File: config.mk
export PLATFORM = sky130hd
export DESIGN_NAME = sorted_table_engine_core
export DESIGN_NICKNAME = d
export VERILOG_FILES = /design/src/rtl/ste_pkg.sv /design/src/rtl/sorted_table_engine_core.sv /design/src/rtl/ste_cell.sv /design/src/rtl/ste_ctrl.sv
export VERILOG_INCLUDE_DIRS = /design/src /design/src/rtl
export SDC_FILE = /design/constraint.sdc
export NUM_CORES = 2
export LEC_CHECK = 0
export ABC_AREA = 0
export BUFFER_PORTS_ARGS = -buffer_cell sky130_fd_sc_hd__clkbuf_2
export CORE_UTILIZATION = 60
export CTS_BUF_LIST = sky130_fd_sc_hd__clkbuf_4 sky130_fd_sc_hd__clkbuf_8
export CTS_CLUSTER_SIZE = 28
export DETAILED_ROUTE_END_ITERATION = 7
export GPL_ROUTABILITY_DRIVEN = 0
export HOLD_SLACK_MARGIN = 0.12
export PLACE_DENSITY = 0.87
export SLEW_MARGIN = 20
export SYNTH_ARGS = -nofsm -noshare
export SYNTH_HDL_FRONTEND = slang
export SYNTH_SLANG_ARGS = --single-unit
File: constraint.sdc
create_clock -name clock -period 4.3 [get_ports clock]
set_clock_uncertainty 0.15 [all_clocks]
set_input_delay 0.86 -clock clock [delete_from_list [all_inputs] [get_ports clock]]
set_output_delay 0.86 -clock clock [all_outputs]
set_load 0.02 [all_outputs]
File: src/rtl/sorted_table_engine_core_assert.svh
// Assertion macros used by the sorted table engine controller.
`ifndef SORTED_TABLE_ENGINE_CORE_ASSERT_SVH
`define SORTED_TABLE_ENGINE_CORE_ASSERT_SVH
`ifndef SYNTHESIS
// same-cycle implication
`define STE_ASSERT_NOW(label, clk, rst, ante, cons) \
   label: assert property (@(posedge clk) disable iff (rst) (ante) |-> (cons)) \
      else $error("sorted table engine: check failed");
// next-cycle implication
`define STE_ASSERT_NEXT(label, clk, rst, ante, cons) \
   label: assert property (@(posedge clk) disable iff (rst) (ante) |=> (cons)) \
      else $error("sorted table engine: check failed");
`else
`define STE_ASSERT_NOW(label, clk, rst, ante, cons)
`define STE_ASSERT_NEXT(label, clk, rst, ante, cons)
`endif
`endif

File: src/rtl/ste_pkg.sv
package ste_pkg;

   typedef enum logic [1:0] {
      OP_INSERT = 2'd0,
      OP_DELETE = 2'd1,
      OP_LOOKUP = 2'd2,
      OP_CLEAR  = 2'd3
   } op_type;

   typedef enum logic [1:0] {
      ST_DONE      = 2'd0,
      ST_NOT_FOUND = 2'd1,
      ST_FULL      = 2'd2
   } status_type;

   // command broadcast from the controller to every cell
   typedef struct packed {
      logic capture;   // latch compare flags against the incoming value
      logic insert;    // open a slot at the insertion point, shift up
      logic remove;    // close the slot of the first match, shift down
   } cell_cmd_type;

endpackage

File: src/rtl/sorted_table_engine_core.sv
// Channel | Dir | tdata (low bit up)                               | tuser
// req     | in  | item_value                                       | opcode
// rsp     | out | status, found, entry_total, empty_flag, full_flag | -
//
// For each request the cell row latches its compare flags on the transfer,
// then applies the shift and loads the result register.
// A new request is not taken until the current one has been applied.
// A stalled result holds the update and keeps req_tready low until it drains.
// Reset (synchronous, active high) empties the table at once.
module sorted_table_engine_core #(
   parameter int CAPACITY   = 16,
   parameter int VALUE_BITS = 32,
   localparam int CNT_BITS      = $clog2(CAPACITY + 1),
   localparam int REQ_DATA_BITS = ((VALUE_BITS + 7) / 8) * 8,
   localparam int RSP_FIELDS    = CNT_BITS + 5,
   localparam int RSP_DATA_BITS = ((RSP_FIELDS + 7) / 8) * 8
) (
   input  logic                      clock,
   input  logic                      reset,
   input  logic                      req_tvalid,
   output logic                      req_tready,
   input  logic [REQ_DATA_BITS-1:0]  req_tdata,   // item_value
   input  logic [1:0]                req_tuser,   // opcode
   output logic                      rsp_tvalid,
   input  logic                      rsp_tready,
   // status[1:0], found, entry_total, empty_flag, full_flag
   output logic [RSP_DATA_BITS-1:0]  rsp_tdata
);

   ste_pkg::cell_cmd_type   cmd;
   logic [VALUE_BITS-1:0]   key;
   logic [VALUE_BITS-1:0]   req_value;
   logic [CNT_BITS-1:0]     count;
   logic [VALUE_BITS-1:0]   cell_value [CAPACITY];
   logic [CAPACITY-1:0]     cell_lt;
   logic [CAPACITY-1:0]     cell_eq;
   logic                    hit;
   logic [1:0]              rsp_status;
   logic                    rsp_found;
   logic [CNT_BITS-1:0]     rsp_total;
   logic                    rsp_empty;
   logic                    rsp_full;

   assign req_value = req_tdata[VALUE_BITS-1:0];
   assign hit       = |cell_eq;

   ste_ctrl #(
      .CAPACITY   (CAPACITY),
      .VALUE_BITS (VALUE_BITS),
      .CNT_BITS   (CNT_BITS)
   ) u_ctrl (
      .clock      (clock),
      .reset      (reset),
      .req_tvalid (req_tvalid),
      .req_tready (req_tready),
      .req_opcode (req_tuser),
      .req_value  (req_value),
      .hit        (hit),
      .cmd        (cmd),
      .key        (key),
      .count      (count),
      .rsp_tvalid (rsp_tvalid),
      .rsp_tready (rsp_tready),
      .rsp_status (rsp_status),
      .rsp_found  (rsp_found),
      .rsp_total  (rsp_total),
      .rsp_empty  (rsp_empty),
      .rsp_full   (rsp_full)
   );

   for (genvar i = 0; i < CAPACITY; i++) begin : g_cell
      logic [VALUE_BITS-1:0] prev_value;
      logic                  prev_lt;
      logic [VALUE_BITS-1:0] next_value;

      // the slot before the head counts as below every key
      if (i == 0) begin : g_head
         assign prev_value = key;
         assign prev_lt    = 1'b1;
      end else begin : g_body
         assign prev_value = cell_value[i-1];
         assign prev_lt    = cell_lt[i-1];
      end

      if (i == CAPACITY - 1) begin : g_tail
         assign next_value = key;
      end else begin : g_inner
         assign next_value = cell_value[i+1];
      end

      ste_cell #(
         .VALUE_BITS (VALUE_BITS),
         .CNT_BITS   (CNT_BITS),
         .INDEX      (i)
      ) u_cell (
         .clock      (clock),
         .cmd        (cmd),
         .count      (count),
         .cmp_key    (req_value),
         .ins_key    (key),
         .prev_value (prev_value),
         .prev_lt    (prev_lt),
         .next_value (next_value),
         .value      (cell_value[i]),
         .lt         (cell_lt[i]),
         .eq         (cell_eq[i])
      );
   end

   assign rsp_tdata = RSP_DATA_BITS'({rsp_full, rsp_empty, rsp_total, rsp_found, rsp_status});

endmodule

File: src/rtl/ste_cell.sv
module ste_cell #(
   parameter int VALUE_BITS = 32,
   parameter int CNT_BITS   = 5,
   parameter int INDEX      = 0
) (
   input  logic                    clock,
   input  ste_pkg::cell_cmd_type   cmd,
   input  logic [CNT_BITS-1:0]     count,
   input  logic [VALUE_BITS-1:0]   cmp_key,
   input  logic [VALUE_BITS-1:0]   ins_key,
   input  logic [VALUE_BITS-1:0]   prev_value,
   input  logic                    prev_lt,
   input  logic [VALUE_BITS-1:0]   next_value,
   output logic [VALUE_BITS-1:0]   value,
   output logic                    lt,
   output logic                    eq
);

   logic [VALUE_BITS-1:0] value_ff, value_in;
   logic                  lt_ff, lt_in;
   logic                  eq_ff, eq_in;
   logic                  occupied;

   assign occupied = count > CNT_BITS'(INDEX);

   always_comb begin
      lt_in = lt_ff;
      eq_in = eq_ff;
      if (cmd.capture) begin
         lt_in = occupied && ($signed(value_ff) < $signed(cmp_key));
         eq_in = occupied && (value_ff == cmp_key);
      end
   end

   // on insert, entries below the key stay; the first slot not below takes the key
   always_comb begin
      value_in = value_ff;
      if (cmd.insert && !lt_ff) begin
         value_in = prev_lt ? ins_key : prev_value;
      end else if (cmd.remove && !lt_ff) begin
         value_in = next_value;
      end
   end

   always_ff @(posedge clock) begin
      value_ff <= value_in;
      lt_ff    <= lt_in;
      eq_ff    <= eq_in;
   end

   assign value = value_ff;
   assign lt    = lt_ff;
   assign eq    = eq_ff;

endmodule

File: src/rtl/ste_ctrl.sv
`include "sorted_table_engine_core_assert.svh"

module ste_ctrl #(
   parameter int CAPACITY   = 16,
   parameter int VALUE_BITS = 32,
   parameter int CNT_BITS   = 5
) (
   input  logic                    clock,
   input  logic                    reset,
   input  logic                    req_tvalid,
   output logic                    req_tready,
   input  logic [1:0]              req_opcode,
   input  logic [VALUE_BITS-1:0]   req_value,
   input  logic                    hit,
   output ste_pkg::cell_cmd_type   cmd,
   output logic [VALUE_BITS-1:0]   key,
   output logic [CNT_BITS-1:0]     count,
   output logic                    rsp_tvalid,
   input  logic                    rsp_tready,
   output logic [1:0]              rsp_status,
   output logic                    rsp_found,
   output logic [CNT_BITS-1:0]     rsp_total,
   output logic                    rsp_empty,
   output logic                    rsp_full
);

   logic                    busy_ff, busy_in;
   ste_pkg::op_type         op_ff, op_in;
   logic [VALUE_BITS-1:0]   key_ff, key_in;
   logic [CNT_BITS-1:0]     count_ff, count_in;
   logic                    rsp_valid_ff, rsp_valid_in;
   ste_pkg::status_type     status_ff, status_in;
   logic                    found_ff, found_in;
   logic [CNT_BITS-1:0]     total_ff;
   logic                    empty_ff, full_ff;
   logic                    accept, apply, table_full;

   assign req_tready = !busy_ff;
   assign accept     = req_tvalid && !busy_ff;
   // the update waits until the output slot is free
   assign apply      = busy_ff && (!rsp_valid_ff || rsp_tready);
   assign table_full = count_ff == CNT_BITS'(CAPACITY);

   always_comb begin
      op_in  = op_ff;
      key_in = key_ff;
      if (accept) begin
         op_in  = ste_pkg::op_type'(req_opcode);
         key_in = req_value;
      end
   end

   always_comb begin
      busy_in = busy_ff;
      if (accept) begin
         busy_in = 1'b1;
      end else if (apply) begin
         busy_in = 1'b0;
      end
   end

   always_comb begin
      count_in  = count_ff;
      status_in = ste_pkg::ST_DONE;
      found_in  = 1'b0;
      case (op_ff)
         ste_pkg::OP_INSERT: begin
            if (table_full) begin
               status_in = ste_pkg::ST_FULL;
            end else begin
               count_in = count_ff + CNT_BITS'(1);
            end
         end
         ste_pkg::OP_DELETE: begin
            if (hit) begin
               count_in = count_ff - CNT_BITS'(1);
            end else begin
               status_in = ste_pkg::ST_NOT_FOUND;
            end
         end
         ste_pkg::OP_LOOKUP: begin
            found_in = hit;
         end
         ste_pkg::OP_CLEAR: begin
            count_in = '0;
         end
         default: begin
            count_in = count_ff;
         end
      endcase
   end

   always_comb begin
      rsp_valid_in = rsp_valid_ff;
      if (apply) begin
         rsp_valid_in = 1'b1;
      end else if (rsp_tready) begin
         rsp_valid_in = 1'b0;
      end
   end

   always_comb begin
      cmd.capture = accept;
      cmd.insert  = apply && (op_ff == ste_pkg::OP_INSERT) && !table_full;
      cmd.remove  = apply && (op_ff == ste_pkg::OP_DELETE) && hit;
   end

   always_ff @(posedge clock) begin
      if (reset) begin
         busy_ff      <= 1'b0;
         count_ff     <= '0;
         rsp_valid_ff <= 1'b0;
      end else begin
         busy_ff      <= busy_in;
         rsp_valid_ff <= rsp_valid_in;
         if (apply) begin
            count_ff <= count_in;
         end
      end
   end

   always_ff @(posedge clock) begin
      op_ff  <= op_in;
      key_ff <= key_in;
      if (apply) begin
         status_ff <= status_in;
         found_ff  <= found_in;
         total_ff  <= count_in;
         empty_ff  <= count_in == '0;
         full_ff   <= count_in == CNT_BITS'(CAPACITY);
      end
   end

   assign key        = key_ff;
   assign count      = count_ff;
   assign rsp_tvalid = rsp_valid_ff;
   assign rsp_status = status_ff;
   assign rsp_found  = found_ff;
   assign rsp_total  = total_ff;
   assign rsp_empty  = empty_ff;
   assign rsp_full   = full_ff;

   `STE_ASSERT_NOW(a_count_bound, clock, reset, 1'b1, count_ff <= CNT_BITS'(CAPACITY))
   `STE_ASSERT_NOW(a_no_hit_empty, clock, reset, busy_ff && (count_ff == '0), !hit)
   `STE_ASSERT_NEXT(a_accept_busy, clock, reset, accept, busy_ff)
   `STE_ASSERT_NEXT(a_apply_rsp, clock, reset, apply, rsp_valid_ff)
   `STE_ASSERT_NEXT(a_idle_count, clock, reset, !busy_ff, $stable(count_ff))

endmodule
==> summary.md <==
• 10.41% — ratio of cells with drive above 1 in the final layout
• built — clock tree from TritonCTS
• 65980 µm² — core footprint
• 65.56% — final core utilization
• 0% — share of synthesized registers carrying an async set or reset
• 32 — maximum fanout encountered on the critical timing path
• 3778 ps — minimum clock period
• 49 — buffers added on ports
• 260.5 µm — die boundary height
• 0 — count of endpoints failing setup in the final report
• 31340 — vias after detailed routing
• complete, but fails checks — run status
• 31.15% — Total GRT Usage
• 63 — number of distinct library cells after synthesis
• 16.61% — worst relative slew slack
• 264.7 MHz — FMAX
• 107200 µm — wirelength, routed
• 56 — Ports
• 1240 ps — transition time at the pin with the least slew margin
• flop — nature of the critical path endpoint
• sky130_fd_sc_hd__edfxtp_1 — leading register cell type out of synthesis
• reg -> reg — Crit Path Category
• 3 — number of levels in the clock H-tree
• 0 — Fin. Hold Viols
• flop — crit path launch type
• 49.0% — power share of the sequential group
• 0 — number of max-cap violations
• 27.72% — switching power as a share of total power
• 31070 — vias in the first global route
• inv_1 > ha_1 > nor4bb_2 > nor3_2 > nand2_1 > or2_2 > nor2_2 > buf_4 > mux2_2 — Cell Chain, Critical Path
• 0 — yosys synthesis warning count
• 235.2 µV — peak supply drop
• 546.4 ps — post-placement worst setup slack
• 0 — total grt overflow
• sky130_fd_sc_hd__edfxtp_1 — commonest non-fill, non-tap cell in the layout
• 60.75% — Starting Density
• 0 ps — total negative setup slack
• design-rule violations — failing checks
• sky130_fd_sc_hd__dfxtp_1 — cell with the biggest individual delay on the critical path
• 0 — antenna violation net count after detailed routing
• 40080 µm² — cell area after technology mapping
• in -> reg — Hold WC Path Type
• 36.3% — fraction of power consumed by the clock network
• 4329 — fin nets
• 0 — initial antenna violation count
• 3 — CTS max path bufs
• 14.7% — part of the power in combinational logic
• 67 — largest net degree at the start of global routing
• 595 — number of synthesized register bits
• 173.5 ps — worst slack on hold paths
• 18 — DRC viols
• 67840 µm² — overall die area
• 3742 — post-synthesis instance total
• 80490 µm — detailed placement HPWL
• 7 — total iterations of the first detailed-routing run
• 595 — CTS sink count
• 10.71 µm² — mean post-synth cell area
• 22.77 µm — post-DR wirelength/cell
• 6.657 — vias per cell
• 44.40% — sequential share of the synthesized area
• 7.926% — signed area change from the synthesized netlist to the final layout
• 44.05% — area share of the leading cell type in the synthesized netlist
• 0 — buffer count from post-CTS setup fixing
• sky130_fd_sc_hd__edfxtp_1 — post-synthesis cell type with the largest combined area
• false — unrepaired setup endpoints after global routing
• 94 — Std-Cell Rows
• 588 x sky130_fd_sc_hd__edfxtp_1, 573 x sky130_fd_sc_hd__nand2_1, 518 x sky130_fd_sc_hd__ha_1 — most frequent cells in the layout
• 3896 µW — Net Switching
• 60 ps — clock slew at the register clock pins of the worst setup and hold paths
• 521.8 ps — Final WS setup
• 0.01831 µW — leakage power summed over all cells
• 87.86% — final period utilization
• 540 ps — largest stage delay on the critical path
• 730 ps — Clk Latency, worst-skew pair
• sky130_fd_sc_hd__clkbuf_8 — clock root buffer
• 0 — number of buffers inserted by hold repair at cts
• 4610 ps — Required @ worst endpoint
• 167100 µm — first-pass GRT wire length
• 0 — max-slew violations
• 0 — CTS resizes
• 0 — number of inserted diodes
• 324.9 nW/µm² — pwr/cell area
• 588 — EDFF count, synth
• 260.5 µm — chip width
• 4668 — Fill cells
• sky130_fd_sc_hd__edfxtp_1 44%, sky130_fd_sc_hd__ha_1 16%, sky130_fd_sc_hd__mux2i_1 11% — dominant cells by area after synthesis
• 10160 µW — cell-internal power
• 100 — total CTS buffers
• 3395 — number of DRC violations after detailed-routing iteration 0
• 4090 ps — Worst Path Arrival
## state kept, by name, summed over array words and instances (netlist names)
signal               cells
u_ctrl.rsp_empty         1
u_ctrl.rsp_total         5
u_ctrl.rsp_full          1
u_ctrl.op_ff             2
u_ctrl.rsp_status        2
u_ctrl.key              32
g_cell.u_cell.lt        16
u_ctrl.rsp_tvalid        1
u_ctrl.count             5
g_cell.u_cell.value    512
g_cell.u_cell.eq        16
u_ctrl.busy_ff           1
u_ctrl.rsp_found         1
## cells in the mapped netlist, drive strengths merged (8+ instances only)
master and instances:
o21ai 510, nor2b 19, nor2 69, or2 17, nor3 31, buf 66, a21o 52, nand2 573
mux2 67, a221oi 25, ha 518, and4 44, nor4 14, or4 11, a21boi 9, edfxtp 588
clkbuf 145, o21a 17, nand4 71, nand3 50, mux2i 451, a221o 13, a21oi 192, o211ai 20
and2 8, inv 76
## worst paths after layout
check,from,endpoint,slack (ps),cells past startpoint
hold / removal,req_tuser[0],u_ctrl.op_ff[0]$_DFFE_PP_,170,1
setup / recovery,u_ctrl.count[1]$_SDFFE_PP0P_,g_cell[15].u_cell.value[13]$_DFFE_PP_,520,9
hold reg to reg,u_ctrl.rsp_tvalid$_SDFFE_PP0P_,u_ctrl.rsp_tvalid$_SDFFE_PP0P_,360,2
setup reg to reg,u_ctrl.count[1]$_SDFFE_PP0P_,g_cell[15].u_cell.value[13]$_DFFE_PP_,520,9
## per-stage QoR
| stage | std cells | power, µW | instance area [µm²] |
|---|---|---|---|
| global placement | 4535 | 8859 | 41300 |
| CTS | 4708 | 14010 | 43250 |
| global route | 4708 | 14500 | 43260 |
| detailed placement | 4535 | 8985 | 41300 |
| finish | 4708 | 14050 | 43260 |
| floorplan | 3747 | 8330 | 40100 |
## logic make-up after synthesis
logic type,Yosys count,share of synthesized area [%]
AOI/OAI and AO/OA,888,12.56
xor gates and xnor gates,2,0.04371
adders and majority gates,518,16.17
buffers and inverters,287,2.959
DFF,595,44.40
muxes,518,13.14
other,1,0.009356
and+or+nand+nor,933,10.72
## cell type report
type                            count  area, µm²  area share, %
Sequential cell                   595      17800          41.14
Clock buffer                      141       1759          4.067
Multi-Input combinational cell   2865      21210          49.03
Clock inverter                     32      185.2         0.4281
Inverter                           76      285.3         0.6595
Tap cell                          864       1081          2.499
Timing Repair Buffer              135      940.9          2.175
## power by group through the flow
stage,Clock (µW),Combinational (µW),Sequential (µW)
finish,5110,2070,6880
global route,5360,2250,6900
CTS,5130,2020,6870
detailed placement,0,2000,6980
global placement,0,1890,6970
floorplan,0,1490,6840
## critical path, delay by kind of cell (launching register included)
family                     cells  cell delay, ps
and+or+nand+nor                5            1510
buffers and inverters          2             650
DFF                            1             540
muxes                          1             390
adders and majority gates      1             260
## metal layers
metal / global-route usage, % / vias to the layer above / share of wire [%]
li1: - / 14230 / -
met1: 39.37 / 15010 / 40
met2: 50.86 / 1742 / 47
met3: 4.798 / 360 / 8.2
met4: 18.06 / 0 / 5.5
met5: 0 / - / 0
Note: power is estimated with default switching activity, not from simulation.
